`src/hw/rtl/mcmp_pkg.sv`:
```
`default_nettype none

package mcmp_pkg;

    localparam int unsigned BYTE_W      = 8;
    localparam int unsigned DATA_W      = 7;
    localparam int unsigned LEN_W       = 2;
    localparam int unsigned OUT_W       = BYTE_W + 2 * DATA_W + LEN_W;
    localparam int unsigned QUEUE_DEPTH = 2;
    localparam int unsigned QUEUE_PTR_W = 1;
    localparam int unsigned QUEUE_CNT_W = 2;

    localparam logic [BYTE_W-1:0] RT_FIRST    = 8'hF8;
    localparam logic [BYTE_W-1:0] SYS_FIRST   = 8'hF0;
    localparam logic [3:0]        PROG_CHANGE = 4'hC;
    localparam logic [3:0]        CHAN_PRESS  = 4'hD;

    localparam logic [LEN_W-1:0] LEN_NONE = 2'd0;
    localparam logic [LEN_W-1:0] LEN_ONE  = 2'd1;
    localparam logic [LEN_W-1:0] LEN_TWO  = 2'd2;
    localparam logic [LEN_W-1:0] LEN_THREE = 2'd3;

    typedef enum logic [1:0] {
        KIND_REALTIME,
        KIND_SYSTEM,
        KIND_CHANNEL,
        KIND_DATA
    } byte_kind_t;

    typedef struct packed {
        byte_kind_t        kind;
        logic [BYTE_W-1:0] value;
    } parse_item_t;

    typedef struct packed {
        logic [BYTE_W-1:0] status;
        logic [DATA_W-1:0] data1;
        logic [DATA_W-1:0] data2;
        logic [LEN_W-1:0]  length;
    } midi_msg_t;

    // program change and channel pressure carry one data byte
    function automatic logic [LEN_W-1:0] length_of(input logic [BYTE_W-1:0] st);
        logic [LEN_W-1:0] len;
        len = LEN_THREE;
        if (st[7:4] == PROG_CHANGE || st[7:4] == CHAN_PRESS)
        begin
            len = LEN_TWO;
        end
        return len;
    endfunction

endpackage

`default_nettype wire

```
`src/hw/rtl/mcmp_front.sv`:
```
`default_nettype none

module mcmp_front
    import mcmp_pkg::*;
(
    input  wire logic [BYTE_W-1:0] rx_byte,
    output parse_item_t            item
);

    byte_kind_t kind;

    always_comb
    begin
        unique case ({rx_byte[7], rx_byte >= RT_FIRST, rx_byte >= SYS_FIRST})
            3'b111:  kind = KIND_REALTIME;
            3'b101:  kind = KIND_SYSTEM;
            3'b100:  kind = KIND_CHANNEL;
            default: kind = KIND_DATA;
        endcase
    end

    assign item.kind  = kind;
    assign item.value = rx_byte;

endmodule

`default_nettype wire

```
`src/hw/rtl/mcmp_queue.sv`:
```
`default_nettype none

module mcmp_queue
    import mcmp_pkg::*;
(
    input  wire logic        clk,
    input  wire logic        rst_n,
    input  wire logic        push,
    input  wire parse_item_t push_item,
    output logic             not_full,
    input  wire logic        pop,
    output logic             not_empty,
    output parse_item_t      head_item
);

    parse_item_t             entries_reg [QUEUE_DEPTH];
    logic [QUEUE_PTR_W-1:0]  wr_ptr_reg, wr_ptr_next;
    logic [QUEUE_PTR_W-1:0]  rd_ptr_reg, rd_ptr_next;
    logic [QUEUE_CNT_W-1:0]  count_reg, count_next;
    logic                    do_push, do_pop;

    assign not_full  = (count_reg != QUEUE_CNT_W'(QUEUE_DEPTH));
    assign not_empty = (count_reg != '0);
    assign head_item = entries_reg[rd_ptr_reg];
    assign do_push   = push && not_full;
    assign do_pop    = pop && not_empty;

    always_comb
    begin
        wr_ptr_next = do_push ? wr_ptr_reg + 1'b1 : wr_ptr_reg;
        rd_ptr_next = do_pop ? rd_ptr_reg + 1'b1 : rd_ptr_reg;
        count_next  = count_reg;
        if (do_push && !do_pop)
        begin
            count_next = count_reg + 1'b1;
        end
        else if (do_pop && !do_push)
        begin
            count_next = count_reg - 1'b1;
        end
    end

    always_ff @(posedge clk or negedge rst_n)
    begin
        if (!rst_n)
        begin
            wr_ptr_reg <= '0;
            rd_ptr_reg <= '0;
            count_reg  <= '0;
        end
        else
        begin
            wr_ptr_reg <= wr_ptr_next;
            rd_ptr_reg <= rd_ptr_next;
            count_reg  <= count_next;
        end
    end

    always_ff @(posedge clk)
    begin
        if (do_push)
        begin
            entries_reg[wr_ptr_reg] <= push_item;
        end
    end

endmodule

`default_nettype wire

```
`src/hw/rtl/mcmp_back.sv`:
```
`default_nettype none

module mcmp_back
    import mcmp_pkg::*;
(
    input  wire logic        clk,
    input  wire logic        rst_n,
    input  wire logic        item_valid,
    input  wire parse_item_t item,
    output logic             item_pop,
    output logic             msg_valid,
    input  wire logic        msg_ready,
    output midi_msg_t        msg
);

    logic [BYTE_W-1:0] running_status_reg, running_status_next;
    logic [LEN_W-1:0]  bytes_expected_reg, bytes_expected_next;
    logic [LEN_W-1:0]  bytes_collected_reg, bytes_collected_next;
    logic [DATA_W-1:0] first_data_reg, first_data_next;
    logic              out_valid_reg, out_valid_next;
    midi_msg_t         out_msg_reg, out_msg_next;
    logic              emit;
    midi_msg_t         result;
    logic [LEN_W-1:0]  exp_eff;
    logic [DATA_W-1:0] data_in;

    // output register drains in the same cycle it refills
    assign item_pop = item_valid && (!out_valid_reg || msg_ready);
    assign data_in  = item.value[DATA_W-1:0];

    always_comb
    begin
        running_status_next  = running_status_reg;
        bytes_expected_next  = bytes_expected_reg;
        bytes_collected_next = bytes_collected_reg;
        first_data_next      = first_data_reg;
        emit                 = 1'b0;
        result               = '0;
        exp_eff              = bytes_expected_reg;

        unique case (item.kind)
            KIND_REALTIME:
            begin
                emit          = 1'b1;
                result.status = item.value;
                result.length = LEN_ONE;
            end
            KIND_SYSTEM:
            begin
                bytes_expected_next  = LEN_NONE;
                bytes_collected_next = '0;
            end
            KIND_CHANNEL:
            begin
                running_status_next  = item.value;
                bytes_expected_next  = length_of(item.value);
                bytes_collected_next = '0;
            end
            default:
            begin
                // idle with running status: data byte opens a new message
                if (bytes_expected_reg == LEN_NONE)
                begin
                    exp_eff = (running_status_reg == '0) ? LEN_NONE
                                                         : length_of(running_status_reg);
                end
                if (exp_eff == LEN_TWO)
                begin
                    emit                 = 1'b1;
                    result.status        = running_status_reg;
                    result.data1         = data_in;
                    result.length        = LEN_TWO;
                    bytes_expected_next  = LEN_NONE;
                    bytes_collected_next = '0;
                end
                else if (exp_eff == LEN_THREE)
                begin
                    if (bytes_expected_reg == LEN_NONE || bytes_collected_reg == '0)
                    begin
                        first_data_next      = data_in;
                        bytes_expected_next  = LEN_THREE;
                        bytes_collected_next = 2'd1;
                    end
                    else
                    begin
                        emit                 = 1'b1;
                        result.status        = running_status_reg;
                        result.data1         = first_data_reg;
                        result.data2         = data_in;
                        result.length        = LEN_THREE;
                        bytes_expected_next  = LEN_NONE;
                        bytes_collected_next = '0;
                    end
                end
            end
        endcase

        out_msg_next   = out_msg_reg;
        out_valid_next = out_valid_reg;
        if (item_pop && emit)
        begin
            out_msg_next   = result;
            out_valid_next = 1'b1;
        end
        else if (msg_ready)
        begin
            out_valid_next = 1'b0;
        end
    end

    always_ff @(posedge clk or negedge rst_n)
    begin
        if (!rst_n)
        begin
            running_status_reg  <= '0;
            bytes_expected_reg  <= LEN_NONE;
            bytes_collected_reg <= '0;
            first_data_reg      <= '0;
            out_valid_reg       <= 1'b0;
        end
        else
        begin
            if (item_pop)
            begin
                running_status_reg  <= running_status_next;
                bytes_expected_reg  <= bytes_expected_next;
                bytes_collected_reg <= bytes_collected_next;
                first_data_reg      <= first_data_next;
            end
            out_valid_reg <= out_valid_next;
        end
    end

    always_ff @(posedge clk)
    begin
        out_msg_reg <= out_msg_next;
    end

    assign msg_valid = out_valid_reg;
    assign msg       = out_msg_reg;

endmodule

`default_nettype wire

```
`src/hw/rtl/midi_channel_message_parser.sv`:
```
// MIDI byte stream parser with running status. Takes one received byte per
// word on the slave side and delivers complete messages on the master side:
// real-time bytes pass through at once as one-byte messages, channel messages
// come out when their last data byte arrives, and data bytes under running
// status start new messages. Sustained rate is one byte per clock while the
// master side accepts; a byte's message passes through the two-entry byte
// queue and then the output register (the byte is read from the queue while
// the output register is empty or draining, and its message lands there at
// the end of that cycle). The queue absorbs two words while the output stalls.
`default_nettype none

module midi_channel_message_parser
    import mcmp_pkg::*;
(
    input  wire logic              clk,
    input  wire logic              rst_n,
    input  wire logic              s_tvalid,
    output logic                   s_tready,
    input  wire logic [BYTE_W-1:0] s_tdata,  // [7:0] rx_byte
    output logic                   m_tvalid,
    input  wire logic              m_tready,
    output logic [OUT_W-1:0]       m_tdata   // [7:0] msg_status, [14:8] msg_data1,
                                             // [21:15] msg_data2, [23:22] msg_length
);

    parse_item_t front_item;
    parse_item_t head_item;
    logic        q_not_full;
    logic        q_not_empty;
    logic        q_pop;
    midi_msg_t   msg;

    mcmp_front u_front (
        .rx_byte (s_tdata),
        .item    (front_item)
    );

    mcmp_queue u_queue (
        .clk       (clk),
        .rst_n     (rst_n),
        .push      (s_tvalid),
        .push_item (front_item),
        .not_full  (q_not_full),
        .pop       (q_pop),
        .not_empty (q_not_empty),
        .head_item (head_item)
    );

    mcmp_back u_back (
        .clk        (clk),
        .rst_n      (rst_n),
        .item_valid (q_not_empty),
        .item       (head_item),
        .item_pop   (q_pop),
        .msg_valid  (m_tvalid),
        .msg_ready  (m_tready),
        .msg        (msg)
    );

    assign s_tready = q_not_full;
    assign m_tdata  = {msg.length, msg.data2, msg.data1, msg.status};

endmodule

`default_nettype wire

```
`config.mk`:
```
export PLATFORM = sky130hd
export DESIGN_NAME = midi_channel_message_parser
export DESIGN_NICKNAME = d
export VERILOG_FILES = /design/src/hw/rtl/mcmp_pkg.sv /design/src/hw/rtl/mcmp_front.sv /design/src/hw/rtl/mcmp_queue.sv /design/src/hw/rtl/mcmp_back.sv /design/src/hw/rtl/midi_channel_message_parser.sv
export SDC_FILE = /design/constraint.sdc
export NUM_CORES = 1
export LEC_CHECK = 0
export ABC_AREA = 1
export BUFFER_PORTS_ARGS = -buffer_cell sky130_fd_sc_hd__clkbuf_2
export CORE_MARGIN = 2
export CORE_UTILIZATION = 40
export CTS_CLUSTER_SIZE = 16
export DETAILED_ROUTE_END_ITERATION = 7
export GPL_ROUTABILITY_DRIVEN = 0
export PLACE_DENSITY = 0.67
export SETUP_SLACK_MARGIN = 0.05
export SLEW_MARGIN = 25
export SYNTH_ARGS = -nofsm -noshare
export SYNTH_HDL_FRONTEND = slang
export SYNTH_SLANG_ARGS = --single-unit
```
`constraint.sdc`:
```
create_clock -name clk -period 7.08 [get_ports clk]
set_clock_uncertainty 0.1 [all_clocks]
set_input_delay 0.354 -clock clk [delete_from_list [all_inputs] [get_ports clk]]
set_output_delay 0.354 -clock clk [all_outputs]
set_load 0.02 [all_outputs]
```
-- Yosys cells after proc, flatten, opt, wreduce, memory -nomap -nowiden
Memory sizes are Yosys's and may differ from the RTL's.
Index checks and enable logic that the tools add are counted.
- $add $sub $neg: 4
- equality and inequality tests: 12
- mux-type cells: 30
- bitwise logic cells: 4
- $lt $le $gt $ge: 2
- reduce and logical (&&, ||, !) cells: 29
- operators by type and width (cell ; count):
    two-way mux 24 bit ; 2
    two-way mux 2 bit ; 11
    == test 4 bit, second input constant ; 4
    >= comparator 8 bit, second input constant ; 2
    one-hot mux 8 bit (2 select lines) ; 1
    two-way mux 15 bit ; 1
    one-hot mux 2 bit (3 select lines) ; 2
    two-way mux 1 bit ; 10
    == test 3 bit, second input constant ; 3
    zero test 8 bit ; 1
    one-hot mux 2 bit (2 select lines) ; 2
    == test 2 bit, second input constant ; 3
    logical AND 1 bit ; 6
    zero test 2 bit ; 3
    AND reduction 3 bit ; 2
    nonzero test 2 bit ; 3
    OR reduction 6 bit ; 1
    AND reduction 5 bit ; 1
    logical OR 1 bit ; 4
    NOT 1 bit ; 4
    nonzero test 4 bit ; 1
    zero test 1 bit ; 3
    nonzero test 3 bit ; 1
    OR reduction 3 bit ; 1
    other kinds (8) ; 9
- bits of input ports: 12
- register bits: 48
- output and inout bits: 26
- RAM bits: 20
- logic and storage cells: 94
- memories kept: 1
- memory list (name ; words ; bits a word ; rd ports ; clocked after memory_dff ; wr ports ; line ; text):
    u_queue.entries_reg ; 2 ; 10 ; 1 ; 0 ; 1 ; mcmp_queue.sv:16 ; parse_item_t entries_reg [QUEUE_DEPTH];

-- Logic depth before layout (Yosys ltp)
Gate-level depths: netlist (run 1).
- word-level depth: 12
- mapped depth: 10
- gate-level depth less buffers: 10

-- Modules after synthesis
Synthesis (run 1) repeated with hierarchy kept, for this count alone.
- cells, all modules: 292
- area total of the unflattened synthesis: 2976.6 um^2
- by module, submodules not included (module ; sequential area each (um^2) ; instances ; area an instance (um^2) ; cells an instance):
    mcmp_back ; 1196.1 ; 1 ; 1925.6 ; 199
    mcmp_queue ; 700.7 ; 1 ; 968.4 ; 81
    mcmp_front ; 0.0 ; 1 ; 82.6 ; 12

-- Least setup slack after synthesis (run 1)
Ideal clock, no wire load.
- kind: flip-flop to flip-flop
- from: reg u_queue.rd_ptr_reg
- to: reg u_back.out_msg_reg, in the netlist u_back.msg[0], enable pin
- path buffers: 1
- required time: 6.601 ns
- clock period less this slack: 2.552 ns
- arrival time: 2.074 ns
- stages on the path, launching flop included: 10
- library setup time: 0.379 ns
- setup slack: 4.528 ns
- cell sequence: dfrtp_1 -> buf_2 -> o21ai_0 -> inv_1 -> ha_1 -> nor2_1 -> inv_1 -> nand3_1 -> nand2_1 -> inv_1
- cells in the longest elaborated chain, start to end: 5
- elaborated cells between the ends (all ways): 7
- those cells by class: 2 x eq/ne; 1 x mux; 3 x reduce/logical; 1 x memory
- ends and longest elaborated chain (what ; line ; text):
    from (decl) ; mcmp_queue.sv:18 ; logic [QUEUE_PTR_W-1:0] rd_ptr_reg, rd_ptr_next;
    from (signal assigned) ; mcmp_queue.sv:54 ; rd_ptr_reg <= rd_ptr_next;
    memory read (2 x 10 bit) (*) ; n/a ;
    == test 2 x 1 -> 1 bit / == test 2 bit (equally long branches) ; mcmp_back.sv:41 ; unique case (item.kind)
    OR reduction 2 bit (no source line) ; n/a ;
    one-hot mux 1 bit (2 select lines) (*) ; mcmp_back.sv:41 ;
    logical AND 1 bit (*) ; mcmp_back.sv:100 ; if (item_pop && emit)
    to (signal assigned) ; mcmp_back.sv:136 ; out_msg_reg <= out_msg_next;
    to (decl) ; mcmp_back.sv:21 ; midi_msg_t out_msg_reg, out_msg_next;
Every way passes the cells marked *; elsewhere a longest branch is shown, timed or not.
A chain may end at the register's enable or synchronous reset.

-- Worst setup path in the final report (run 1)
- from: reg u_queue.rd_ptr_reg
- to: reg u_back.out_msg_reg, in the netlist u_back.msg[1], enable pin
The elaborated chain is that of the path after synthesis.

==> impl_metrics.json, run 1 <==
{
  "worstMarginPinSlew_ps": 877,
  "fp.dieH_um": 90.2,
  "core_area_sq_um": 7210,
  "fmax_mhz": 317,
  "synth_top_area_share_pct": 44.5,
  "combinationalPowerShare_pct": 39.1,
  "synth_cells": 274,
  "synth-simple-area-share_pct": 20.5,
  "final-hold-violation-count": 0,
  "cts.htree.levels": 3,
  "ir_drop_mv": 0.237,
  "drv_slew": 0,
  "netlist-cell-type-count": 28,
  "syn_avg_cell_area_sq_um": 10.8,
  "routed_via_density": 4.80,
  "yosysTopAreaCell": "edfxtp_1",
  "final_nets": 339,
  "syn_nets": 292,
  "synth-compound-area-share_pct": 8.21,
  "syn_to_final_growth_pct": 18.5,
  "ys_warn_count": 0,
  "drt_iter0_drc": 231,
  "setup_viol": 0,
  "arrival_ps": 3030,
  "fp.dieW_um": 90.2,
  "seqPwrFrac_pct": 38.9,
  "dp_hpwl_um": 4290,
  "grt_pass1_vias": 2011,
  "root_buffer": "clkbuf_8",
  "overflow": 0,
  "synth-seq-cells": 67,
  "die-area_sq_um": 8130,
  "hold_class": "input port to register",
  "clock_path_buffers": 2,
  "netSwitchingFraction_pct": 39.6,
  "final_antenna_net_count": 0,
  "status": "completed",
  "start_util_pct": 41.2,
  "p_leak_nw": 1.49,
  "synth_top_family_by_area": "simple AND/OR/NAND/NOR gates",
  "slew_headroom_pct": 41.3,
  "seq_area_sq_um": 1900,
  "grt_pass1_wl_um": 10000,
  "setup_tns_ps": 0,
  "layout-drive-gt1-share_pct": 23.6,
  "vias": 2040,
  "row_count": 31,
  "numCtsBuffers": 9,
  "p_int_w": 0.00103,
  "clkSinkCount": 67,
  "yosys-top-cells-area": "edfxtp_1 (44%), dfrtp_1 (19%), nand2_1 (8.2%)",
  "synthAdderAreaFrac_pct": 2.53,
  "ios": 38,
  "cts_resized": 0,
  "synth_area_sq_um": 2970,
  "path_class": "register to register",
  "wirelength_um": 5860,
  "largest_register_ffs": 24,
  "power.switching_w": 0.000679,
  "diodes": 0,
  "grt_setup_unrepaired": "no",
  "num-fill-cells": 698,
  "routedWlPerCell_um": 13.8,
  "remaining_drc_errors": 0,
  "cts_tree": "built",
  "clkTransAtPathRegs_ps": 70,
  "cp_max_fo": 24,
  "clock_latency_ps": 340,
  "end_kind": "register",
  "grt_max_degree": 25,
  "cp.required_ps": 6950,
  "holdBufCountCts": 1,
  "cts_setup_buffers": 0,
  "antenna_found_initial": 0,
  "synthXorXnorAreaFrac_pct": 0.884,
  "max_cap_viol_count": 0,
  "numPortBuffers": 37,
  "dr.pass1.iters": 5,
  "layout_min_cycle_time_ps": 3160,
  "synth_mux_area_share_pct": 0,
  "multi_input_area_sq_um": 956,
  "period_share_pct": 44.6,
  "p_clk_share_pct": 22.0,
  "start_kind": "register",
  "cellPowerDensity_nw_per_um2": 487,
  "grt_use_total_pct": 16.0,
  "fin_hold_ws_ps": 108,
  "synth_seq_area_share_pct": 63.8
}
[power groups by stage]
stage,clock network (W),registers [W],logic (W)
2_1_floorplan,0,0.000710,0.000454
3_3_place_gp,0,0.000672,0.000659
3_5_place_dp,0,0.000677,0.000676
4_1_cts,0.000383,0.000668,0.000680
5_1_grt,0.000404,0.000685,0.000756
6_report,0.000377,0.000667,0.000670
[layout make-up]
type / count / area share, %
clock inverters: 7 / 3.30
well taps: 99 / 3.52
multi-input cells: 176 / 27.1
inverters: 29 / 3.09
repair buffers: 38 / 5.54
clock buffers: 9 / 3.52
flip-flops and latches: 67 / 53.9
[worst paths after layout]
check                                    startpoint                        end  slack [ps]  cells past startpoint
max                              u_queue.rd_ptr_reg              u_back.msg[1]        3920                     10
min                                      s_tdata[2]  u_queue.entries_reg[1][2]         110                      1
max reg2reg                      u_queue.rd_ptr_reg              u_back.msg[1]        3920                     10
min reg2reg                u_back.first_data_reg[6]   u_back.first_data_reg[6]         380                      2
max in group asynchronous                     rst_n         u_queue.rd_ptr_reg        6010                      2
min in group asynchronous                     rst_n   u_back.first_data_reg[0]         450                      2
[Yosys cell counts (all sizes together)]
library cell / number
xor2: 2
a21oi: 10
edfxtp: 44
inv: 28
nand4: 1
o21a: 8
dfrtp: 23
nand3: 15
nor3: 2
o21ai: 23
clkinv: 1
nand2: 71
buf: 2
nor2: 27
xnor2: 1
ha: 6
or2: 10
[per-stage QoR]
stage	utilization (%)	area, sq um	cells	total power [W]	worst slack [ps]
after CTS	48.8	3520	425	0.00173	3920
final	48.8	3520	425	0.00171	3920
after global placement	45.3	3270	408	0.00133	4050
after detailed placement	45.3	3270	408	0.00135	3910
after floorplan	-	2970	274	0.00116	4530
after global routing	48.8	3520	425	0.00185	3640
[cells in the final DEF (no fill, tap or decap)]
master | synthesis | final
o21ai_1 | 8 | 8
a21oi_4 | 1 | 1
inv_2 | 2 | 2
dfrtp_1 | 23 | 23
o21a_1 | 8 | 8
xor2_1 | 2 | 2
inv_1 | 26 | 26
nand2_4 | 4 | 4
clkinv_2 | 0 | 1
nor2_2 | 1 | 1
o21ai_2 | 2 | 2
clkbuf_8 | 0 | 9
or2_2 | 9 | 9
xnor2_1 | 1 | 1
nor2_4 | 1 | 1
edfxtp_1 | 44 | 44
clkinv_4 | 0 | 2
a21oi_1 | 9 | 9
o21ai_0 | 13 | 13
nor3_1 | 1 | 1
bufinv_16 | 0 | 3
nor2_1 | 23 | 23
nand4_1 | 1 | 1
clkinv_1 | 1 | 2
nand2_1 | 65 | 65
ha_1 | 6 | 6
nor2_8 | 2 | 2
dlygate4sd3_1 | 0 | 1
nor3_4 | 1 | 1
nand2_2 | 2 | 2
clkbuf_2 | 0 | 37
nand3_1 | 15 | 15
or2_0 | 1 | 1
[cell families (layout without fill, tap and decap cells)]
family | after synthesis | count (layout)
buf+inv | 31 | 83
xor+xnor | 3 | 3
simple gates | 126 | 126
flops | 67 | 67
compound gates | 41 | 41
fa+ha+maj | 6 | 6
[metal layers]
metal	part of all wire (%)	GRT usage, %
met5	0	0
met1	43	20.2
met4	1.8	5.00
met3	5.3	5.78
met2	50	25.8
[critical path, cell delays in order (launching register included)]
cell and delay, ps:
dfrtp_1 560, inv_2 140, or2_2 290, o21ai_0 160, inv_1 150, ha_1 280
nor2_1 130, inv_1 140, nand3_1 120, nand2_1 60, inv_1 640
Note: power is estimated with default switching activity, not from simulation.
==> run 2: changes to the inputs <==
--- a/config.mk
+++ b/config.mk
@@ -12,7 +12,7 @@
 export CTS_CLUSTER_SIZE = 16
 export DETAILED_ROUTE_END_ITERATION = 7
 export GPL_ROUTABILITY_DRIVEN = 0
-export PLACE_DENSITY = 0.67
+export PLACE_DENSITY = 0.69
 export SETUP_SLACK_MARGIN = 0.05
 export SLEW_MARGIN = 25
 export SYNTH_ARGS = -nofsm -noshare
==> constraint.sdc (replaced) <==
create_clock -name clk -period 2.9 [get_ports clk]
set_clock_uncertainty 0.1 [all_clocks]
set_input_delay 0.145 -clock clk [delete_from_list [all_inputs] [get_ports clk]]
set_output_delay 0.145 -clock clk [all_outputs]
set_load 0.02 [all_outputs]
==> impl_metrics.json, run 2 (synthesized netlist as in run 1, its figures left out) <==
{
  "routed_via_density": 4.64,
  "worstMarginPinSlew_ps": 894,
  "grt_pass1_wl_um": 9180,
  "combinationalPowerShare_pct": 40.3,
  "fp.dieW_um": 90.2,
  "met1_usage_pct": 18.6,
  "drv_slew": 0,
  "clkSinkCount": 67,
  "end_kind": "register",
  "p_int_w": 0.00252,
  "grt-busiest-layer": "met2",
  "clock_latency_ps": 350,
  "fp.dieH_um": 90.2,
  "status": "completed",
  "path_class": "register to register",
  "setup_viol": 0,
  "ios": 38,
  "power.switching_w": 0.00166,
  "final_antenna_net_count": 0,
  "hp-start": "m_tready",
  "fmax_mhz": 386,
  "routedWlPerCell_um": 12.7,
  "layout-drive-gt1-share_pct": 24.0,
  "syn_to_final_growth_pct": 21.8,
  "numCtsBuffers": 9,
  "numPortBuffers": 37,
  "use_met2_pct": 23.1,
  "arrival_ps": 2520,
  "wirelength_um": 5530,
  "num-fill-cells": 667,
  "start_kind": "register",
  "reg2reg_from": "u_queue.rd_ptr_reg",
  "clock_path_buffers": 2,
  "critical_path.startpoint": "u_queue.rd_ptr_reg",
  "period_share_pct": 89.3,
  "seqPwrFrac_pct": 38.3,
  "die-area_sq_um": 8130,
  "grt_use_total_pct": 14.6,
  "largest_register_ffs": 24,
  "netSwitchingFraction_pct": 39.7,
  "start_util_pct": 41.2,
  "final-hold-violation-count": 0,
  "slew_headroom_pct": 40.2,
  "cts.htree.levels": 3,
  "cts_tree": "built",
  "seq_area_sq_um": 1900,
  "p_clk_share_pct": 21.4,
  "final_cell_mix": "nand2_1 (65), edfxtp_1 (44), clkbuf_2 (37)",
  "placed_area_sq_um": 3290,
  "max_cap_viol_count": 0,
  "grt_setup_unrepaired": "no",
  "multi_input_area_sq_um": 956,
  "ir_drop_mv": 0.449,
  "dr.pass1.iters": 4,
  "core_area_sq_um": 7210,
  "hold_class": "input port to register",
  "drt_iter0_drc": 92,
  "dp_hpwl_um": 3890,
  "layout_commonest_cell": "nand2_1",
  "grt_max_degree": 25,
  "overflow": 0,
  "row_count": 31,
  "root_buffer": "clkbuf_8",
  "setup_tns_ps": 0,
  "p_leak_nw": 1.53,
  "r2r_setup_slack_ps": 310,
  "remaining_drc_errors": 0,
  "cp_max_fo": 24,
  "vias": 2024,
  "final_nets": 350,
  "fin_hold_ws_ps": 0.191,
  "diodes": 0,
  "final_cell_area_sq_um": 3620,
  "grtUsageMet3_pct": 3.60,
  "antenna_found_initial": 0,
  "grt_pass1_vias": 1940,
  "clkTransAtPathRegs_ps": 70,
  "layout_min_cycle_time_ps": 2590,
  "cp.required_ps": 2830,
  "cellPowerDensity_nw_per_um2": 1150
}
run 2: cell types whose count changed in the layout (fill, tap and decap cells not counted), moves of 2 or more:
cell	previous run	this run
buf_4	0	3
clkbuf_8	9	11
dlygate4sd3_1	1	9
clkinvlp_4	0	2
clkinv_4	2	0
run 2: per-layer routing:
layer  part of all wire, %  vias up  routed length [um]
met3                   4.7       11                 262
met1                    46      923                2520
li1                      -     1026                   -
met2                    47       64                2620
met4                   2.4        0                 135
met5                     0        -                   0
run 2: repair_timing:
| item | CTS | global route |
|---|---|---|
| hold buffers | 9 | 0 |
| resized for setup | 0 | 1 |
| setup endpoints to repair | 0 | 7 |
| endpoints found under the hold margin | 39 | 0 |
| setup buffers | 0 | 0 |
run 2: area by class of cell:
class	count	area share (%)
well taps	99	3.42
flip-flops and latches	67	52.4
inverters	29	3.01
repair buffers	49	8.23
clock buffers	11	4.18
multi-input cells	176	26.4
clock inverters	5	2.32
run 2: stage by stage:
stage                     util (%)  setup slack, ps  total power, W  instances
after global placement        45.6              427         0.00326        411
after CTS                     50.2              287         0.00422        436
after floorplan                  -              348         0.00284        274
final                         50.2              311         0.00418        436
after detailed placement      45.6              309         0.00330        411
after global routing          50.2             78.1         0.00446        436
run 2: critical path: stages (launching register included):
cell and delay, ps:
dfrtp_1 420, buf_4 180, o21ai_0 350, inv_1 150, ha_1 280, nor2_1 110, inv_1 140, nand3_1 120
nand2_1 70, inv_1 60, buf_4 290
run 2: path summary, 6_finish.rpt:
kind,end,cells past startpoint
setup / recovery,u_back.msg[22],10
hold / removal,u_back.msg_valid,4
setup reg to reg,u_back.msg[22],10
hold reg to reg,u_back.first_data_reg[6],2
max in group asynchronous,u_back.running_status_reg[0],2
min in group asynchronous,u_back.first_data_reg[6],2
run 2: power groups by stage:
stage / registers, W / logic (W) / clock network (W)
finish: 0.00160 / 0.00168 / 0.000895
global route: 0.00164 / 0.00188 / 0.000944
CTS: 0.00160 / 0.00170 / 0.000917
detailed placement: 0.00162 / 0.00168 / 0
global placement: 0.00161 / 0.00164 / 0
floorplan: 0.00173 / 0.00111 / 0
==> run 3: changes to the inputs <==
--- a/config.mk
+++ b/config.mk
@@ -8,11 +8,11 @@
 export ABC_AREA = 1
 export BUFFER_PORTS_ARGS = -buffer_cell sky130_fd_sc_hd__clkbuf_2
 export CORE_MARGIN = 2
-export CORE_UTILIZATION = 40
+export CORE_UTILIZATION = 35
 export CTS_CLUSTER_SIZE = 16
 export DETAILED_ROUTE_END_ITERATION = 7
 export GPL_ROUTABILITY_DRIVEN = 0
-export PLACE_DENSITY = 0.69
+export PLACE_DENSITY = 0.63
 export SETUP_SLACK_MARGIN = 0.05
 export SLEW_MARGIN = 25
 export SYNTH_ARGS = -nofsm -noshare
==> impl_metrics.json, run 3 (synthesized netlist as in run 1, its figures left out) <==
{
  "p_leak_nw": 1.51,
  "cts.htree.levels": 3,
  "drt_iter0_drc": 118,
  "cellPowerDensity_nw_per_um2": 1120,
  "setup_tns_ps": 0,
  "hold_class": "input port to register",
  "clkTransAtPathRegs_ps": 70,
  "cp.required_ps": 2830,
  "numCtsBuffers": 9,
  "grt_pass1_wl_um": 9190,
  "final-hold-violation-count": 0,
  "fp.dieW_um": 96.1,
  "final_antenna_net_count": 0,
  "root_buffer": "clkbuf_8",
  "period_share_pct": 87.3,
  "status": "completed",
  "dpl_worst_slack_ps": 230,
  "setup_slack_ps": 367,
  "ir_drop_mv": 0.486,
  "numPortBuffers": 37,
  "grt_use_total_pct": 13.5,
  "final_nets": 350,
  "placed_area_sq_um": 3300,
  "cp_max_fo": 24,
  "setup_viol": 0,
  "max_cap_viol_count": 0,
  "vias": 2040,
  "antenna_found_initial": 0,
  "final_cell_area_sq_um": 3580,
  "grt_pass1_vias": 1966,
  "clkSinkCount": 67,
  "ios": 38,
  "slew_headroom_pct": 40.4,
  "layout-drive-gt1-share_pct": 23.1,
  "r2r_setup_slack_ps": 370,
  "diodes": 0,
  "remaining_drc_errors": 0,
  "largest_register_ffs": 24,
  "layout_commonest_cell": "nand2_1",
  "path_class": "register to register",
  "wirelength_um": 5530,
  "whs_endpoint": "u_back.msg_valid",
  "routed_via_density": 4.62,
  "dp_hpwl_um": 4000,
  "worstMarginPinSlew_ps": 891,
  "hold_path_depth": 4,
  "clock_path_buffers": 2,
  "start_kind": "register",
  "fp.dieH_um": 96.1,
  "die-area_sq_um": 9240,
  "hp-start": "m_tready",
  "fmax_mhz": 395,
  "start_util_pct": 36.2,
  "arrival_ps": 2460,
  "layout_min_cycle_time_ps": 2530,
  "grt_max_degree": 25,
  "rr_worst_depth": 11,
  "syn_to_final_growth_pct": 20.6,
  "cts_tree": "built",
  "dr.pass1.iters": 4,
  "overflow": 0,
  "reg2reg_to": "u_back.msg[12]",
  "core_area_sq_um": 8220,
  "grt_setup_unrepaired": "no",
  "reg2reg_from": "u_queue.rd_ptr_reg",
  "drv_slew": 0,
  "row_count": 33,
  "final_cell_mix": "nand2_1 (65), edfxtp_1 (44), clkbuf_2 (37)",
  "clock_latency_ps": 340,
  "end_kind": "register",
  "routedWlPerCell_um": 12.5
}
## run 3: cell count changes in the layout (fill, tap and decap cells not counted), sizes merged
| cell | before | now |
|---|---|---|
| clkbuf | 48 | 50 |
| clkinvlp | 2 | 0 |
| bufinv | 2 | 1 |
| inv | 29 | 28 |
| clkinv | 1 | 3 |
## run 3: repair_timing
| action | CTS | global route |
|---|---|---|
| gates resized for setup | 0 | 2 |
| setup endpoints to repair | 0 | 24 |
| buffers inserted | 0 | 0 |
| hold buffers | 9 | 0 |
| endpoints found under the hold margin | 39 | 0 |
## run 3: cell type report
| type | count | area (sq um) |
|---|---|---|
| fillers | 766 | 4630 |
| repair buffers | 49 | 302 |
| flip-flops and latches | 67 | 1900 |
| inverters | 29 | 109 |
| clock inverters | 3 | 38.8 |
| multi-input cells | 176 | 956 |
| clock buffers | 13 | 149 |
| well taps | 105 | 131 |
## run 3: where the power goes
part / internal [W] / switching (W)
Sequential: 0.00144 / 0.000169
Combinational: 0.000554 / 0.00112
Clock: 0.000417 / 0.000333
## run 3: worst max-delay path by stage
stage	start	to	slack, ps
5_1_grt	u_queue.rd_ptr_reg	u_back.msg[3]	100
6_report	u_queue.rd_ptr_reg	u_back.msg[12]	370
4_1_cts	u_queue.rd_ptr_reg	u_back.msg[3]	210
3_3_place_gp	u_queue.rd_ptr_reg	u_back.msg[5]	350
3_5_place_dp	u_queue.rd_ptr_reg	u_back.msg[2]	230
2_1_floorplan	u_queue.rd_ptr_reg	u_back.msg[0]	350
## run 3: worst max-delay path, stage by stage (launching register included)
cell and delay, ps:
dfrtp_2 420, inv_2 90, or2_2 270, o21ai_0 150, inv_1 140, ha_1 280, nor2_1 110, inv_1 150
nand3_1 130, nand2_1 70, inv_1 70, buf_6 220
## run 3: routing by layer
| metal | GRT usage [%] | wire length [um] | up-vias |
|---|---|---|---|
| met5 | 0 | 0 | - |
| met4 | 6.07 | 112 | 0 |
| met3 | 3.76 | 253 | 12 |
| met2 | 22.3 | 2700 | 45 |
| met1 | 16.3 | 2460 | 956 |
| li1 | - | - | 1027 |
## run 3: through the flow
| stage | cells | utilization, % | hold WS, ps | power (W) |
|---|---|---|---|---|
| floorplan | 274 | - | -251 | 0.00284 |
| global placement | 417 | 40.2 | 87.5 | 0.00327 |
| detailed placement | 417 | 40.2 | 82.5 | 0.00330 |
| CTS | 442 | 43.6 | 7.93 | 0.00406 |
| global route | 442 | 43.6 | 43.7 | 0.00435 |
| finish | 442 | 43.6 | 10.7 | 0.00403 |
